File: src/rtl/core/pes_pkg.sv
// Package with types and constants shared by the particle energy statistics block.
package pes_pkg;

    localparam int unsigned MaxParticles = 1048576;
    localparam int unsigned CountFieldMax = 2097151;
    localparam logic [20:0] CountLimit = (MaxParticles > CountFieldMax) ?
        21'(CountFieldMax) : 21'(MaxParticles);

    // floor(x / 5) is (x * RecipFive) >> 66 for any 64-bit x.
    localparam logic [63:0] RecipFive = 64'hCCCC_CCCC_CCCC_CCCD;
    // floor(2^64 / 10); the remainder of 2^64 by ten is six.
    localparam logic [63:0] TenthOfTwo64 = 64'd1844674407370955161;

    typedef enum logic [1:0] {
        MODE_TRANS_ENERGY = 2'd0,
        MODE_ROT_ENERGY   = 2'd1,
        MODE_SPEED        = 2'd2,
        MODE_SPIN_SPEED   = 2'd3
    } t_mode;

    typedef enum logic {
        CFG_STATISTIC_MODE = 1'b0,
        CFG_THREE_DIM      = 1'b1
    } t_cfg_index;

    typedef struct packed {
        logic signed [31:0] vel_x;
        logic signed [31:0] vel_y;
        logic signed [31:0] vel_z;
        logic signed [31:0] spin_x;
        logic signed [31:0] spin_y;
        logic signed [31:0] spin_z;
        logic [31:0]        particle_mass;
        logic [31:0]        particle_diameter;
        logic               last_particle;
    } t_in_item;

    typedef struct packed {
        logic [63:0] total_sum;
        logic [63:0] largest_value;
        logic [63:0] smallest_value;
        logic [63:0] mean_value;
        logic        saturated;
    } t_out_item;

    // Work handed from the front part to the value unit.
    typedef struct packed {
        t_mode       mode;
        logic [63:0] vsq;
        logic [63:0] wsq;
        logic [31:0] mass;
        logic [31:0] diam;
        logic        last;
    } t_job;

    typedef enum logic [2:0] {
        ST_IDLE,
        ST_MUL,
        ST_DIV,
        ST_SQRT,
        ST_ACC,
        ST_MEAN,
        ST_OUT
    } t_state;

endpackage

File: src/rtl/core/pes_queue.sv
// Two-entry queue between the front part and the back part.
module pes_queue (
    input  logic          i_clk,
    input  logic          i_rst_n,
    input  logic          i_push,
    input  pes_pkg::t_job i_data,
    output logic          o_full,
    input  logic          i_pop,
    output logic          o_empty,
    output pes_pkg::t_job o_data
);
    import pes_pkg::*;

    t_job       r_mem [2];
    logic       r_wptr;
    logic       r_rptr;
    logic [1:0] r_cnt;
    logic       do_push;
    logic       do_pop;

    assign o_full = (r_cnt == 2'd2);
    assign o_empty = (r_cnt == 2'd0);
    assign o_data = r_mem[r_rptr];
    assign do_push = i_push && !o_full;
    assign do_pop = i_pop && !o_empty;

    always_ff @(posedge i_clk) begin
        if (!i_rst_n) begin
            r_wptr <= 1'b0;
            r_rptr <= 1'b0;
            r_cnt  <= 2'd0;
        end else begin
            if (do_push) r_wptr <= !r_wptr;
            if (do_pop) r_rptr <= !r_rptr;
            r_cnt <= r_cnt + 2'(do_push) - 2'(do_pop);
        end
        if (do_push) r_mem[r_wptr] <= i_data;
    end

endmodule

File: config.mk
export PLATFORM = sky130hd
export DESIGN_NAME = pes_queue
export DESIGN_NICKNAME = d
export VERILOG_FILES = /design/src/rtl/core/pes_pkg.sv /design/src/rtl/core/pes_queue.sv
export SDC_FILE = /design/constraint.sdc
export NUM_CORES = 1
export LEC_CHECK = 0
export BUFFER_PORTS_ARGS = -buffer_cell sky130_fd_sc_hd__buf_2
export CAP_MARGIN = 20
export CELL_PAD_IN_SITES_DETAIL_PLACEMENT = 0
export CELL_PAD_IN_SITES_GLOBAL_PLACEMENT = 2
export CORE_MARGIN = 3
export CORE_UTILIZATION = 39
export CTS_CLUSTER_SIZE = 40
export DETAILED_ROUTE_END_ITERATION = 8
export PLACE_DENSITY_LB_ADDON = 0.1
export SLEW_MARGIN = 20
export SYNTH_ARGS = -nofsm -noshare
export SYNTH_HDL_FRONTEND = slang
export SYNTH_SLANG_ARGS = --single-unit
File: constraint.sdc
create_clock -name i_clk -period 15.6 [get_ports i_clk]
set_input_delay 3.9 -clock i_clk [delete_from_list [all_inputs] [get_ports i_clk]]
set_output_delay 3.9 -clock i_clk [all_outputs]
set_load 0.005 [all_outputs]
==> results.yml <==
status:
  status: "finished clean"
power:
  power_density_nw_per_um2: 170.8
  p_int_mw: 2.386
  power.switching_uw: 818.8
  p_leak_nw: 7.262
  netSwitchingFraction: 0.2555
  clockPowerShare: 0.304
  vdd_drop_max_v: 0.00009458
  seq_power_share: 0.449
  finalPower_mw: 3.205
  pwr-share-comb: 0.247
place:
  dp_hpwl_um: 22780
  gp_congestion: 0.7628
  port_buffers: 395
  pre_cts_slack_ns: 8.605
critical_path:
  path_max_fanout: 57
  startpoint_type: "flop"
  r2r_slack_ns: 12.79
  required_ns: 11.70
  cpMaxStageDelayCell: "buf_4"
  crit_buf_inv: 3
  crit_path_end_kind: "output port"
  path_cells: "buf_4 -> buf_4 -> mux2_4 -> buf_2"
  crit_top_cell: "buf_4"
  worstSetupPathType: "flop to output port"
  cp_top_family: "buffers and inverters"
  arrival_ns: 3.62
  critPathMaxStageDelay_ns: 0.89
synth:
  synth.distinct_cells: 18
  ys_seq_area_frac: 0.7913
  syn_area_per_cell_um2: 23.54
  yosysWarnings: 0
  syn_area_um2: 14930
  synth-seq-cells: 395
  synthesis.nets: 835
  syn-instance-count: 634
clocking:
  numCtsBuffers: 44
  h-tree-depth: 2
  cts_resized: 0
  clk_pin_slew_worst_paths_ns: 0.05
  cts.sinks: 395
  cts_hold_buf: 0
  clock_latency_ns: 0.54
  cts_setup_buffers: 0
  max-clock-path-buffers: 3
  root_buffer: "clkbuf_16"
  cts_tree: "done"
sta:
  maxSlewViolCount: 0
  fin_tns_setup_ns: 0
  fin_ws_ns: 8.084
  period_needed_ns: 7.516
  finalHoldViolCount: 0
  setup_violations: 0
  finalCritPeriodShare: 0.4818
  rsz0062_at_grt: "false"
  worstMarginPinSlew_ns: 1.065
  clock_skew_ns: 0.005196
  max_freq_ghz: 0.1331
  slew_headroom: 0.2898
grt:
  grt_pass1_wl_um: 48400
  grt_max_degree: 167
  grt_pass1_vias: 7866
  grt_overflow: 0
  antenna_found_initial: 14
  track_usage: 0.1598
floorplan:
  initial_core_util: 0.3963
  num_rows: 71
  fp.dieArea_um2: 40660
  core_area_um2: 37670
  fp.dieH_um: 201.6
  num_io_pins: 396
  die_w_um: 201.6
drt:
  wl_um: 33510
  drt-pass1-iter-count: 4
  drc: 0
  m1WireLength_um: 12400
  dr.max_layer_used: "met5"
  route.vias.total: 7360
  met2_length_um: 16690
  viasPerCell: 4.589
  routedWlPerCell_um: 20.89
  drt_iter0_drc: 365
  ant_nets: 0
  routed-wl-met3_um: 3094
job:
  drv_cap: 0
cells_and_area:
  nets: 1260
  layout_commonest_cell: "buf_2"
  syn2layout_area_growth_pct: 25.70
  drive_above_1_share: 0.6035
  layout_common_cells: "buf_2 (395), edfxtp_1 (390), mux2_4 (150), mux2_2 (45), clkbuf_16 (45)"
  fin_util: 0.4981
hold_path:
  hp-class: "flop to flop"
==> metrics by stage <==
| step | instances | area, um^2 | hold slack (ns) |
|---|---|---|---|
| final | 1604 | 18760 | 0.5131 |
| after global routing | 1602 | 18760 | 0.5351 |
| after CTS | 1598 | 18750 | 0.5206 |
| after detailed placement | 1524 | 17390 | 0.5078 |
| after global placement | 1524 | 17390 | 0.4977 |
| after floorplan | 634 | 14930 | 0.4549 |
==> worst paths after layout <==
kind / from / endpoint / cells after the start
worst min register to register: r_rptr / flop / 2
worst max-delay path: flop / o_data[93] / 4
worst max register to register: r_cnt[0] / r_mem[0][111] / 4
worst min-delay path: r_rptr / flop / 2
==> Yosys cell counts (all sizes together) <==
cell    count  area (um^2)
and2        2        12.51
and3        1        6.260
buf        22        222.7
dfxtp       5        100.1
edfxtp    390        11710
ha          2        25.02
inv         3        11.26
mux2      195         2759
mux2i       1        10.01
nand2       2        7.510
nand2b      2        12.51
nor2        5        18.77
nor3        1        5.000
o21a        1        7.510
xnor2       1        8.760
xor2        1        8.760
==> logic make-up after synthesis <==
| family | share of synthesized area |
|---|---|
| adders and majority gates | 0.001676 |
| DFF | 0.7913 |
| and+or+nand+nor | 0.004191 |
| AOI/OAI and AO/OA | 0.0005031 |
| buffers and inverters | 0.01567 |
| xor gates and xnor gates | 0.001174 |
| muxes | 0.1855 |
==> flip-flops by register name (all words and copies together), names as in the netlist, named ones only <==
name and count:
r_rptr 1, r_mem 390, r_wptr 1, r_cnt 2
==> layout make-up <==
type	count	area [um^2]
antenna	6	15.01
tap	511	639.4
multi-input combinational	214	2894
timing repair buffer	401	2034
sequential	395	11820
fill	3276	18900
clock buffer	50	1145
inverter	3	11.26
clock inverter	24	209.0
==> per-layer routing <==
metal  vias to the layer above  track usage
met3                        89      0.06763
met2                       267       0.2684
met4                        16      0.06977
li1                       3378            -
met5                         -            0
met1                      3610       0.1786
==> power groups by stage <==
stage / logic, mW / registers (mW) / clock network, mW
after floorplan: 0.533 / 1.47 / 0
after global placement: 0.811 / 1.46 / 0
after detailed placement: 0.810 / 1.46 / 0
after CTS: 0.814 / 1.44 / 1.01
after global routing: 0.856 / 1.45 / 1.05
final: 0.793 / 1.44 / 0.973
==> worst reg2reg max path: stages (launching register included) <==
cell and delay, ns:
dfxtp_1 0.36, nand2b_1 0.17, nand2_1 0.15, nor2_4 0.76, buf_12 0.70
Power figures use the tool's default switching activity.
